==> src/rtl/lz11d_pkg.sv <==
`timescale 1ns / 1ps
package lz11d_pkg;

  typedef enum logic [2:0] {
    PH_HEADER,
    PH_FLAG,
    PH_TOKEN,
    PH_COPY,
    PH_DONE,
    PH_ERROR
  } phase_t;

  localparam logic [2:0] ST_RUN  = 3'd0;
  localparam logic [2:0] ST_FIN  = 3'd1;
  localparam logic [2:0] ST_CAP  = 3'd2;
  localparam logic [2:0] ST_DISP = 3'd3;
  localparam logic [2:0] ST_OVER = 3'd4;
  localparam logic [2:0] ST_TURN = 3'd5;

  localparam logic [8:0]  SHORT_BIAS = 9'h011;
  localparam logic [16:0] LONG_BIAS  = 17'h00111;

  typedef struct packed {
    logic        byte_valid;
    logic [7:0]  out_byte;
    logic        last;
    logic        copy_pending;
    logic [2:0]  status;
    logic [24:0] consumed;
  } result_t;

endpackage

==> src/rtl/lz11d_if.sv <==
`timescale 1ns / 1ps
interface lz11d_in_if;
  logic       valid;
  logic       ready;
  logic       action;
  logic [7:0] data_byte;
  modport source (output valid, output action, output data_byte, input ready);
  modport sink (input valid, input action, input data_byte, output ready);
endinterface

interface lz11d_out_if;
  logic        valid;
  logic        ready;
  logic        byte_valid;
  logic [7:0]  out_byte;
  logic        last;
  logic        copy_pending;
  logic [2:0]  status;
  logic [24:0] consumed;
  modport source (output valid, output byte_valid, output out_byte, output last,
                  output copy_pending, output status, output consumed, input ready);
  modport sink (input valid, input byte_valid, input out_byte, input last,
                input copy_pending, input status, input consumed, output ready);
endinterface

==> src/rtl/lz11d_core.sv <==
`timescale 1ns / 1ps
module lz11d_core #(
  parameter int AW = 12
) (
  input  logic          clk,
  input  logic          rst_n,
  input  logic          cfg_we,
  input  logic [23:0]   cfg_wdata,
  lz11d_in_if.sink      in_ch,
  lz11d_out_if.source   out_ch,
  output logic          hist_we,
  output logic [AW-1:0] hist_waddr,
  output logic [7:0]    hist_wdata,
  output logic [AW-1:0] hist_raddr,
  input  logic [7:0]    hist_rdata
);

  lz11d_pkg::phase_t phase_r, phase_nxt;
  logic [1:0]  hidx_r, hidx_nxt;
  logic [23:0] total_r, total_nxt;
  logic [23:0] prod_r, prod_nxt;
  logic [24:0] cons_r, cons_nxt;
  logic [7:0]  flags_r, flags_nxt;
  logic [3:0]  fpos_r, fpos_nxt;
  logic [23:0] tok_r, tok_nxt;
  logic [1:0]  tidx_r, tidx_nxt;
  logic [16:0] left_r, left_nxt;
  logic [12:0] dist_r, dist_nxt;
  logic [2:0]  sticky_r, sticky_nxt;
  logic [23:0] cap_r;
  logic        out_valid_r;
  lz11d_pkg::result_t res_r, res_nxt;
  logic        byp_r;
  logic [7:0]  byp_data_r;

  logic        accept;
  logic [7:0]  din;
  logic [31:0] win;
  logic [7:0]  tok_a;
  logic [3:0]  tok_hi;
  logic        tok_done;
  logic [16:0] tok_count;
  logic [12:0] tok_disp;
  logic [7:0]  hist_byte;
  logic [23:0] prod_inc;
  logic [24:0] end_sum;
  logic        flag_bit;

  assign in_ch.ready = !out_valid_r || out_ch.ready;
  assign accept      = in_ch.valid && in_ch.ready;
  assign din         = in_ch.data_byte;
  assign win         = {tok_r, din};
  assign hist_byte   = byp_r ? byp_data_r : hist_rdata;
  assign prod_inc    = prod_r + 24'd1;
  assign flag_bit    = flags_r[3'd7 - fpos_r[2:0]];

  always_comb begin
    case (tidx_r)
      2'd0:    tok_a = din;
      2'd1:    tok_a = tok_r[7:0];
      2'd2:    tok_a = tok_r[15:8];
      default: tok_a = tok_r[23:16];
    endcase
    tok_hi = tok_a[7:4];
    if (tok_hi == 4'd0) begin
      tok_done  = (tidx_r == 2'd2);
      tok_count = {9'd0, win[19:16], win[15:12]} + {8'd0, lz11d_pkg::SHORT_BIAS};
      tok_disp  = {1'b0, win[11:0]} + 13'd1;
    end else if (tok_hi == 4'd1) begin
      tok_done  = (tidx_r == 2'd3);
      tok_count = {1'b0, win[27:12]} + lz11d_pkg::LONG_BIAS;
      tok_disp  = {1'b0, win[11:0]} + 13'd1;
    end else begin
      tok_done  = (tidx_r == 2'd1);
      tok_count = {13'd0, tok_hi} + 17'd1;
      tok_disp  = {1'b0, win[11:0]} + 13'd1;
    end
    end_sum = {1'b0, prod_r} + {8'd0, tok_count};
  end

  always_comb begin
    phase_nxt  = phase_r;
    hidx_nxt   = hidx_r;
    total_nxt  = total_r;
    prod_nxt   = prod_r;
    cons_nxt   = cons_r;
    flags_nxt  = flags_r;
    fpos_nxt   = fpos_r;
    tok_nxt    = tok_r;
    tidx_nxt   = tidx_r;
    left_nxt   = left_r;
    dist_nxt   = dist_r;
    sticky_nxt = sticky_r;
    res_nxt    = '0;
    hist_we    = 1'b0;
    hist_wdata = din;
    if (accept) begin
      if (phase_r == lz11d_pkg::PH_DONE) begin
        res_nxt.status   = lz11d_pkg::ST_FIN;
        res_nxt.consumed = cons_r;
      end else if (phase_r == lz11d_pkg::PH_ERROR) begin
        res_nxt.status = sticky_r;
      end else if (in_ch.action) begin
        if (phase_r != lz11d_pkg::PH_COPY || left_r == 17'd0) begin
          res_nxt.status = lz11d_pkg::ST_TURN;
        end else begin
          hist_we            = 1'b1;
          hist_wdata         = hist_byte;
          prod_nxt           = prod_inc;
          res_nxt.byte_valid = 1'b1;
          res_nxt.out_byte   = hist_byte;
          left_nxt           = left_r - 17'd1;
          if (left_r == 17'd1) begin
            if (prod_inc == total_r) begin
              phase_nxt        = lz11d_pkg::PH_DONE;
              sticky_nxt       = lz11d_pkg::ST_FIN;
              res_nxt.last     = 1'b1;
              res_nxt.status   = lz11d_pkg::ST_FIN;
              res_nxt.consumed = cons_r;
            end else begin
              tidx_nxt  = 2'd0;
              tok_nxt   = '0;
              phase_nxt = fpos_r[3] ? lz11d_pkg::PH_FLAG : lz11d_pkg::PH_TOKEN;
            end
          end else begin
            res_nxt.copy_pending = 1'b1;
          end
        end
      end else if (phase_r == lz11d_pkg::PH_COPY) begin
        res_nxt.copy_pending = 1'b1;
        res_nxt.status       = lz11d_pkg::ST_TURN;
      end else begin
        cons_nxt = cons_r + 25'd1;
        case (phase_r)
          lz11d_pkg::PH_HEADER: begin
            case (hidx_r)
              2'd1:    total_nxt[7:0]   = total_r[7:0] | din;
              2'd2:    total_nxt[15:8]  = total_r[15:8] | din;
              2'd3:    total_nxt[23:16] = total_r[23:16] | din;
              default: total_nxt        = total_r;
            endcase
            hidx_nxt = hidx_r + 2'd1;
            if (hidx_r == 2'd3) begin
              if (total_nxt > cap_r) begin
                phase_nxt      = lz11d_pkg::PH_ERROR;
                sticky_nxt     = lz11d_pkg::ST_CAP;
                left_nxt       = '0;
                res_nxt.status = lz11d_pkg::ST_CAP;
              end else if (total_nxt == 24'd0) begin
                phase_nxt        = lz11d_pkg::PH_DONE;
                sticky_nxt       = lz11d_pkg::ST_FIN;
                res_nxt.status   = lz11d_pkg::ST_FIN;
                res_nxt.consumed = cons_nxt;
              end else begin
                fpos_nxt  = 4'd8;
                phase_nxt = lz11d_pkg::PH_FLAG;
              end
            end
          end
          lz11d_pkg::PH_FLAG: begin
            flags_nxt = din;
            fpos_nxt  = 4'd0;
            tidx_nxt  = 2'd0;
            tok_nxt   = '0;
            phase_nxt = lz11d_pkg::PH_TOKEN;
          end
          default: begin
            if (tidx_r == 2'd0 && !flag_bit) begin
              hist_we            = 1'b1;
              prod_nxt           = prod_inc;
              res_nxt.byte_valid = 1'b1;
              res_nxt.out_byte   = din;
              fpos_nxt           = fpos_r + 4'd1;
              if (prod_inc == total_r) begin
                phase_nxt        = lz11d_pkg::PH_DONE;
                sticky_nxt       = lz11d_pkg::ST_FIN;
                res_nxt.last     = 1'b1;
                res_nxt.status   = lz11d_pkg::ST_FIN;
                res_nxt.consumed = cons_nxt;
              end else begin
                tidx_nxt  = 2'd0;
                tok_nxt   = '0;
                phase_nxt = fpos_nxt[3] ? lz11d_pkg::PH_FLAG : lz11d_pkg::PH_TOKEN;
              end
            end else if (!tok_done) begin
              tok_nxt  = win[23:0];
              tidx_nxt = tidx_r + 2'd1;
            end else begin
              tidx_nxt = 2'd0;
              tok_nxt  = '0;
              if ({11'd0, tok_disp} > prod_r) begin
                phase_nxt      = lz11d_pkg::PH_ERROR;
                sticky_nxt     = lz11d_pkg::ST_DISP;
                left_nxt       = '0;
                res_nxt.status = lz11d_pkg::ST_DISP;
              end else if (end_sum > {1'b0, total_r}) begin
                phase_nxt      = lz11d_pkg::PH_ERROR;
                sticky_nxt     = lz11d_pkg::ST_OVER;
                left_nxt       = '0;
                res_nxt.status = lz11d_pkg::ST_OVER;
              end else begin
                fpos_nxt             = fpos_r + 4'd1;
                left_nxt             = tok_count;
                dist_nxt             = tok_disp;
                phase_nxt            = lz11d_pkg::PH_COPY;
                res_nxt.copy_pending = 1'b1;
              end
            end
          end
        endcase
      end
    end
  end

  assign hist_waddr = prod_r[AW-1:0];
  assign hist_raddr = prod_nxt[AW-1:0] - dist_nxt[AW-1:0];

  always_ff @(posedge clk) begin
    if (!rst_n) begin
      phase_r     <= lz11d_pkg::PH_HEADER;
      hidx_r      <= '0;
      total_r     <= '0;
      prod_r      <= '0;
      cons_r      <= '0;
      flags_r     <= '0;
      fpos_r      <= 4'd8;
      tok_r       <= '0;
      tidx_r      <= '0;
      left_r      <= '0;
      dist_r      <= '0;
      sticky_r    <= lz11d_pkg::ST_RUN;
      cap_r       <= 24'hFFFFFF;
      out_valid_r <= 1'b0;
      byp_r       <= 1'b0;
    end else begin
      phase_r  <= phase_nxt;
      hidx_r   <= hidx_nxt;
      total_r  <= total_nxt;
      prod_r   <= prod_nxt;
      cons_r   <= cons_nxt;
      flags_r  <= flags_nxt;
      fpos_r   <= fpos_nxt;
      tok_r    <= tok_nxt;
      tidx_r   <= tidx_nxt;
      left_r   <= left_nxt;
      dist_r   <= dist_nxt;
      sticky_r <= sticky_nxt;
      if (cfg_we) begin
        cap_r <= cfg_wdata;
      end
      if (in_ch.ready) begin
        out_valid_r <= in_ch.valid;
      end
      byp_r <= hist_we && (hist_raddr == hist_waddr);
    end
  end

  always_ff @(posedge clk) begin
    if (accept) begin
      res_r <= res_nxt;
    end
    byp_data_r <= hist_wdata;
  end

  assign out_ch.valid        = out_valid_r;
  assign out_ch.byte_valid   = res_r.byte_valid;
  assign out_ch.out_byte     = res_r.out_byte;
  assign out_ch.last         = res_r.last;
  assign out_ch.copy_pending = res_r.copy_pending;
  assign out_ch.status       = res_r.status;
  assign out_ch.consumed     = res_r.consumed;

endmodule

==> src/flat_wrapper.sv <==
// flat-port wrapper written by rule: the top's interface ports become plain ports
module lz11d_core_flat 
#(
  parameter int AW = 12
)
  (clk, rst_n, cfg_we, cfg_wdata, hist_we, hist_waddr, hist_wdata, hist_raddr, hist_rdata, in_ch_valid, in_ch_action, in_ch_data_byte, in_ch_ready, out_ch_valid, out_ch_byte_valid, out_ch_out_byte, out_ch_last, out_ch_copy_pending, out_ch_status, out_ch_consumed, out_ch_ready);
  lz11d_in_if in_ch_i ();
  lz11d_out_if out_ch_i ();
  input  logic clk;
  input  logic rst_n;
  input  logic cfg_we;
  input  logic [23:0] cfg_wdata;
  output logic hist_we;
  output logic [AW-1:0] hist_waddr;
  output logic [7:0] hist_wdata;
  output logic [AW-1:0] hist_raddr;
  input  logic [7:0] hist_rdata;
  input wire logic [$bits(in_ch_i.valid)-1:0] in_ch_valid;
  input wire logic [$bits(in_ch_i.action)-1:0] in_ch_action;
  input wire logic [$bits(in_ch_i.data_byte)-1:0] in_ch_data_byte;
  output wire logic [$bits(in_ch_i.ready)-1:0] in_ch_ready;
  output wire logic [$bits(out_ch_i.valid)-1:0] out_ch_valid;
  output wire logic [$bits(out_ch_i.byte_valid)-1:0] out_ch_byte_valid;
  output wire logic [$bits(out_ch_i.out_byte)-1:0] out_ch_out_byte;
  output wire logic [$bits(out_ch_i.last)-1:0] out_ch_last;
  output wire logic [$bits(out_ch_i.copy_pending)-1:0] out_ch_copy_pending;
  output wire logic [$bits(out_ch_i.status)-1:0] out_ch_status;
  output wire logic [$bits(out_ch_i.consumed)-1:0] out_ch_consumed;
  input wire logic [$bits(out_ch_i.ready)-1:0] out_ch_ready;
  assign in_ch_i.valid = in_ch_valid;
  assign in_ch_i.action = in_ch_action;
  assign in_ch_i.data_byte = in_ch_data_byte;
  assign in_ch_ready = in_ch_i.ready;
  assign out_ch_valid = out_ch_i.valid;
  assign out_ch_byte_valid = out_ch_i.byte_valid;
  assign out_ch_out_byte = out_ch_i.out_byte;
  assign out_ch_last = out_ch_i.last;
  assign out_ch_copy_pending = out_ch_i.copy_pending;
  assign out_ch_status = out_ch_i.status;
  assign out_ch_consumed = out_ch_i.consumed;
  assign out_ch_i.ready = out_ch_ready;
  lz11d_core #(.AW(AW)) u_core (.clk(clk), .rst_n(rst_n), .cfg_we(cfg_we), .cfg_wdata(cfg_wdata), .in_ch(in_ch_i), .out_ch(out_ch_i), .hist_we(hist_we), .hist_waddr(hist_waddr), .hist_wdata(hist_wdata), .hist_raddr(hist_raddr), .hist_rdata(hist_rdata));
endmodule
==> config.mk <==
export PLATFORM = sky130hd
export DESIGN_NAME = lz11d_core_flat
export DESIGN_NICKNAME = d
export VERILOG_FILES = /design/src/rtl/lz11d_pkg.sv /design/src/rtl/lz11d_if.sv /design/src/rtl/lz11d_core.sv /design/src/flat_wrapper.sv
export SDC_FILE = /design/constraint.sdc
export NUM_CORES = 1
export LEC_CHECK = 0
export BUFFER_PORTS_ARGS = -buffer_cell sky130_fd_sc_hd__buf_2
export CAP_MARGIN = 20
export CELL_PAD_IN_SITES_DETAIL_PLACEMENT = 1
export CELL_PAD_IN_SITES_GLOBAL_PLACEMENT = 2
export CORE_MARGIN = 5
export CORE_UTILIZATION = 37
export DETAILED_ROUTE_END_ITERATION = 8
export HOLD_SLACK_MARGIN = 0.06
export PLACE_DENSITY_LB_ADDON = 0.2
export SETUP_SLACK_MARGIN = 0.4
export SYNTH_ARGS = -nofsm -noshare
export SYNTH_HDL_FRONTEND = slang
export SYNTH_SLANG_ARGS = --single-unit
==> constraint.sdc <==
create_clock -name clk -period 16.5 [get_ports clk]
set_input_delay 3.3 -clock clk [delete_from_list [all_inputs] [get_ports clk]]
set_output_delay 3.3 -clock clk [all_outputs]
set_load 0.005 [all_outputs]
After elaboration in Yosys (flattened, before gate mapping)
Index checks and enable logic that the tools add are counted.
Widths: inputs -> output; s select.
Word-level totals
  word-level logic and storage cells: 260
  register bits after elaboration: 221
  bits of input ports: 46
  output and inout port bits: 74
Operators by class
  $add $sub $neg: 13
  equality and inequality tests: 30
  reduce and logical (&&, ||, !) cells: 29
  mux-type cells: 154
  bitwise operators: 7
  $lt $le $gt $ge: 4
Operators by type and width (number)
  $mux 24: 12
  $mux 8: 27
  $mux 17: 11
  $mux 12: 13
  $mux 25: 6
  $mux 26: 4
  $mux 3: 30
  $pmux 28 s2: 1
  $pmux 24 s2: 1
  $mux 39: 1
  $mux 4: 9
  $pmux 17 s2: 1
  $mux 28: 1
  $add 24x17->25: 1
  $add 25x1->25 const B: 1
  $gt 25x24->1: 1
  $add 24x1->24 const B: 1
  $eq 24x24->1: 1
  $gt 13x24->1: 1
  $gt 24x24->1: 1
  $logic_not 24->1: 1
  $or 8x8->8: 3
  $pmux 8 s3: 1
  $mux 11: 2
  50 further kinds: 106

Logic depth before layout (Yosys ltp)
  word-level depth: 20
  gate-level depth with buffers: 44

Worst setup path after synthesis
No wires, ideal clock.
  kind: input -> output
  start: input in_ch_data_byte[4]
  end: output hist_raddr[11]
  path buffers: 2
  stages: 38
  arrival time: 11.382 ns
  data required time: 13.200 ns
  setup slack: 1.818 ns
  path through: clkbuf_1 -> a222oi_1 -> mux2i_1 -> inv_1 -> ha_1 -> o21bai_1 -> mux2i_1 -> inv_1 -> ha_1 -> a21o_1 -> a21o_1 -> a21o_1 -> a21oi_1 -> o21bai_1 -> a21oi_1 -> o21bai_1 -> a2111oi_0 -> o41ai_1 -> [... 2 more ...] -> xor2_1 -> ha_1 -> nand4_1 -> nor4bb_1 -> o221ai_1 -> o211ai_1 -> a32oi_1 -> nand2_1 -> buf_1 -> mux2i_1 -> ha_1 -> a31o_2 -> a311oi_1 -> o21ai_1 -> a31o_2 -> a21oi_1 -> xor2_1 -> xnor2_1
On the way
  word-level cells in the longest chain between the ends: 17
  elaborated cells between the ends (all ways): 23
  those cells by class: add/sub: 4; order compare: 2; eq/ne: 1; mux: 15; reduce/logical: 1
Ends and longest elaborated chain
  from (decl): line flat_wrapper.sv:20  | input wire logic [$bits(in_ch_i.data_byte)-1:0] in_ch_data_byte;
  $pmux 8 s3: line lz11d_core.sv:58  | case (tidx_r)
  $add 4x1->5 or $eq 4x1->1 (tied branches): line lz11d_core.sv:75, lz11d_core.sv:69
  $mux 17: line lz11d_core.sv:69  | end else if (tok_hi == 4'd1) begin
  $mux 17: line lz11d_core.sv:65  | if (tok_hi == 4'd0) begin
  $add 24x17->25: line lz11d_core.sv:78  | end_sum = {1'b0, prod_r} + {8'd0, tok_count};
  $gt 25x24->1: line lz11d_core.sv:196  | end else if (end_sum > {1'b0, total_r}) begin
  $mux 12: line lz11d_core.sv:196
  $mux 12: line lz11d_core.sv:191  | if ({11'd0, tok_disp} > prod_r) begin
  $mux 12 *: line lz11d_core.sv:185  | end else if (!tok_done) begin
  $mux 12 *: line lz11d_core.sv:168  | if (tidx_r == 2'd0 && !flag_bit) begin
  $mux 12 *: line lz11d_core.sv:134  | case (phase_r)
  $mux 12 *: line lz11d_core.sv:129  | end else if (phase_r == lz11d_pkg::PH_COPY) begin
  $mux 12 *: line lz11d_core.sv:103  | end else if (in_ch.action) begin
  $mux 12 *: line lz11d_core.sv:101  | end else if (phase_r == lz11d_pkg::PH_ERROR) begin
  $mux 12 *: line lz11d_core.sv:98  | if (phase_r == lz11d_pkg::PH_DONE) begin
  $mux 12 *: line lz11d_core.sv:97  | if (accept) begin
  $sub 12x12->12 *: line lz11d_core.sv:216  | assign hist_raddr = prod_nxt[AW-1:0] - dist_nxt[AW-1:0];
  to (decl): line flat_wrapper.sv:16  | output logic [AW-1:0] hist_raddr;
Mark *: on every way between the ends. The rest lies on a longest branch, timed or not.

Worst setup path after layout
Ends and elaborated chain as after synthesis.

==> out/results.tsv <==
stage	metric	value	unit
run_status	outcome	complete, no violations	
setup_path	max incr delay on CP	0.54	ns
min_path	min-delay src	u_core.sticky_r[0]	
cts	CTS tree	done	
synthesis	Synth Flop Type	dfxtp_1	
min_path	Worst Hold Class	reg2reg	
synthesis	Mapped Area	15300	um^2
cts	CTS max path bufs	3	
drt	final wirelength	51900	um
timing	Max Clk Rate	64.4	MHz
setup_path	CP endpoint kind	output port	
global_routing	Global Route Usage Sum	22.2	%
timing	Period Utilization, post-route	94.1	%
setup_path	worst r2r dst	u_core.byp_r	
flow_run	Max-Cap Viols	0	
cts	clock sinks	221	
drt	Final ANT Viol Nets	0	
setup_path	Worst Path Max Fanout	12	
synthesis	Syn. warnings	0	
cells_and_area	Cell Count, Final, Fillers Out	2444	
drt	drt drc	0	
floorplan	die area	45400	um^2
power_and_ir_drop	Clk pwr share	47.1	%
synthesis	Post-synth EDFFs	39	
timing	minimum clock period	15.53	ns
synthesis	post-synthesis instance total	1831	
timing	unrepaired setup endpoints after global routing	false	
placed_design	PortBufs	119	
drt	iteration count of the initial detailed-routing pass	5	
placed_design	worst slack, placed	0.603	ns
setup_path	crit-path leading delay family	compound AO/OA/AOI/OAI gates	
synthesis	Synth Register Bits	221	
min_path	Cells on Worst Hold Path	2	
placed_design	dpl hpwl	39400	um
cells_and_area	P&R area growth vs syn	12.6	%
synthesis	synth unique cells	93	
power_and_ir_drop	Seq pwr share	41.3	%
drt	vias post-DR	13699	
drt	vias per std cell	5.61	
floorplan	Starting Density	37.4	%
cts	Hold Buf Count CTS	0	
timing	relative slew slack	36.4	%
setup_path	WP buf/inv	5	
setup_path	Reg2Reg Depth	39	
min_path	WHS Endpoint	u_core.sticky_r[0]	
cts	H-tree lvl count	1	
cts	TritonCTS Buffers	28	
power_and_ir_drop	P_sw	373	uW
setup_path	CP max-delay cell	a2111oi_1	
placed_design	Inst Count DP	2392	
setup_path	RR Startpoint	u_core.tidx_r[0]	
power_and_ir_drop	Internal	1010	uW
timing	fin worst setup slack	0.966	ns
cells_and_area	share of cells above drive strength 1	12.7	%
cells_and_area	n_diodes	0	
power_and_ir_drop	Comb power frac	11.6	%
placed_design	Placed Area	16200	um^2
cells_and_area	final instance area	17200	um^2
drt	First DRT Iteration DRCs	641	
global_routing	grt total ovfl	0	
timing	Final Hold Viols	0	
global_routing	vias in the first global route	14073	
global_routing	first-pass GRT wire length	80600	um
drt	routed len/inst	21.3	um
synthesis	Avg Synthesized Cell Area	8.34	um^2
cts	clk slew on worst S/H paths	0.06	ns
synthesis	sequential share of the synthesized area	31.5	%
timing	# setup viols final	0	
floorplan	row cnt	74	
setup_path	CP Data Required Time	13.20	ns
timing	Tightest Pin Transition	0.941	ns
setup_path	Critical Path AT	12.23	ns
power_and_ir_drop	total power	1380	uW
global_routing	initial antenna violation count	0	
synthesis	Async SR Flop Fraction	0	%
power_and_ir_drop	cell area power density	80.3	nW/um^2
floorplan	area of the core	40800	um^2
setup_path	R2R Setup Slk	5.52	ns
setup_path	CP Launch Type	input pin	
floorplan	Die H	213	um
synthesis	Syn Nets	1986	
cells_and_area	nets@finish	2046	
cts	Root Driver	clkbuf_16	
setup_path	most used cell, CP	ha_1	
global_routing	largest net degree at the start of global routing	95	
power_and_ir_drop	Max rail drop VDD	0.0650	mV
timing	fin. max-slew vios	0	
placed_design	routability congestion estimate	0.878	
floorplan	# IOs	120	
power_and_ir_drop	Leakage	0.00735	uW
cts	clk_lat worst skew	0.57	ns
setup_path	critical path class	in2out	
timing	setup_tns	0	ns
power_and_ir_drop	sw frac	27.0	%
floorplan	Die Wd	213	um
timing	Layout Skew	0.0283	ns
-- layer usage --
| metal | vias to the layer above | GRT usage [%] | wire (um) |
|---|---|---|---|
| li1 | 6629 | - | - |
| met1 | 6707 | 29.1 | 23400 |
| met3 | 79 | 2.87 | 2240 |
| met5 | - | 0 | 0 |
| met4 | 0 | 7.32 | 1750 |
| met2 | 284 | 38.1 | 24600 |
-- worst reg2reg max path, delay by kind of cell (launching register included) --
kind | cells | cell delay (ns)
AO/OA/AOI/OAI | 16 | 4.22
AND/OR/NAND/NOR | 10 | 3.10
adder cells (fa/ha/maj) | 5 | 1.59
XOR/XNOR | 3 | 0.59
multiplexers | 2 | 0.58
buffers and inverters | 3 | 0.37
flip-flops | 1 | 0.37
-- sequential cells by signal, indices dropped and copies added, names as in the netlist --
name and flops:
u_core.out_ch.valid 1, u_core.left_r 17, u_core.tidx_r 2, u_core.phase_r 3, u_core.sticky_r 3, u_core.flags_r 8, u_core.out_ch.copy_pending 1, u_core.prod_r 24
u_core.out_ch.last 1, u_core.cap_r 24, u_core.hidx_r 2, u_core.fpos_r 4, u_core.total_r 24, u_core.out_ch.consumed 25, u_core.byp_r 1, u_core.out_ch.out_byte 8
u_core.cons_r 25, u_core.dist_r 12, u_core.byp_data_r 8, u_core.out_ch.byte_valid 1, u_core.tok_r 24, u_core.out_ch.status 3
-- how the worst max path moves through the flow --
stage / from / endpoint / cells past startpoint
final: in_ch_data_byte[4] / hist_raddr[11] / 39
after global routing: in_ch_data_byte[4] / hist_raddr[11] / 40
after CTS: in_ch_data_byte[4] / hist_raddr[11] / 40
after detailed placement: in_ch_data_byte[4] / hist_raddr[11] / 40
after global placement: in_ch_data_byte[4] / hist_raddr[11] / 40
after floorplan: in_ch_data_byte[4] / hist_raddr[11] / 38
-- timing repair --
item,CTS,global route
setup buffers,0,0
gates resized for setup,0,4
endpoints found under the setup margin,0,4
-- power groups by stage --
stage,Combinational (uW),Sequential [uW],Clock (uW)
2_1_floorplan,101,580,0
3_3_place_gp,158,582,0
3_5_place_dp,160,583,0
4_1_cts,161,571,668
5_1_grt,177,572,688
6_report,160,571,650
-- synth_stat cells (5+ instances only) --
master | number | area share (%)
a211oi_1 | 9 | 0.44
a21boi_0 | 34 | 1.7
a21o_1 | 25 | 1.2
a21oi_1 | 86 | 2.8
a21oi_2 | 7 | 0.40
a221oi_1 | 6 | 0.34
a22oi_1 | 32 | 1.6
a31oi_1 | 15 | 0.61
a32oi_1 | 7 | 0.40
and2_1 | 48 | 2.0
and3_1 | 22 | 0.90
and4_1 | 6 | 0.34
buf_1 | 5 | 0.12
buf_2 | 9 | 0.29
buf_4 | 14 | 0.69
clkbuf_1 | 78 | 1.9
dfxtp_1 | 182 | 24
edfxtp_1 | 39 | 7.7
ha_1 | 108 | 8.8
inv_1 | 102 | 2.5
mux2_2 | 5 | 0.37
mux2i_1 | 52 | 3.4
nand2_1 | 194 | 4.8
nand2b_1 | 12 | 0.49
nand3_1 | 63 | 2.1
nand4_1 | 22 | 0.90
nor2_1 | 110 | 2.7
nor2b_1 | 74 | 3.0
nor3_1 | 32 | 1.0
nor3b_1 | 8 | 0.39
nor4_1 | 18 | 0.74
o211a_1 | 17 | 1.1
o211ai_1 | 28 | 1.4
o21a_1 | 11 | 0.54
o21ai_0 | 78 | 2.6
o21bai_1 | 7 | 0.34
o221ai_1 | 5 | 0.29
o31ai_1 | 6 | 0.29
or2_2 | 9 | 0.37
or3_1 | 27 | 1.1
or4_1 | 5 | 0.25
xnor2_1 | 85 | 4.9
xor2_1 | 46 | 2.6
-- area by class of cell --
class,instances,area [um^2]
fill,4882,23600
multi-input combinational,1397,9600
sequential,221,4810
clock buffer,36,801
timing repair buffer,140,763
tap,532,666
inverter,103,387
clock inverter,15,170
-- cells by family (layout without fill, tap and decap cells) --
| group | Yosys count | after routing | share of synthesized area (%) |
|---|---|---|---|
| adder cells (fa/ha/maj) | 109 | 109 | 8.98 |
| buffers and inverters | 213 | 294 | 5.93 |
| XOR/XNOR | 134 | 134 | 7.95 |
| AO/OA/AOI/OAI | 427 | 427 | 19.4 |
| multiplexers | 60 | 60 | 4.16 |
| flip-flops | 221 | 221 | 31.5 |
| AND/OR/NAND/NOR | 667 | 667 | 22.1 |
-- placed cells by master, fill, tap and decap left out, types with 14 or more instances in the layout --
master,count
nand3_1,63
a21o_1,25
nor4_1,17
a21boi_0,34
buf_4,21
o211ai_1,28
and3_1,22
inv_1,102
nor2b_1,74
buf_2,118
clkbuf_16,28
nand4_1,22
mux2i_1,51
or3_1,27
a22oi_1,32
a21oi_1,86
xnor2_1,85
nor3_1,32
nand2_1,193
xor2_1,46
edfxtp_1,39
ha_1,108
a31oi_1,14
nor2_1,109
o21ai_0,78
and2_1,47
dfxtp_1,182
o211a_1,17
-- metrics by stage --
stage                     utilization [%]  hold WS, ns
after detailed placement             39.7        0.479
after floorplan                         -        0.432
after CTS                            42.0        0.494
after global placement               39.7        0.462
after global routing                 42.1        0.520
final                                42.1        0.481
(Power assumes the default switching activity.)
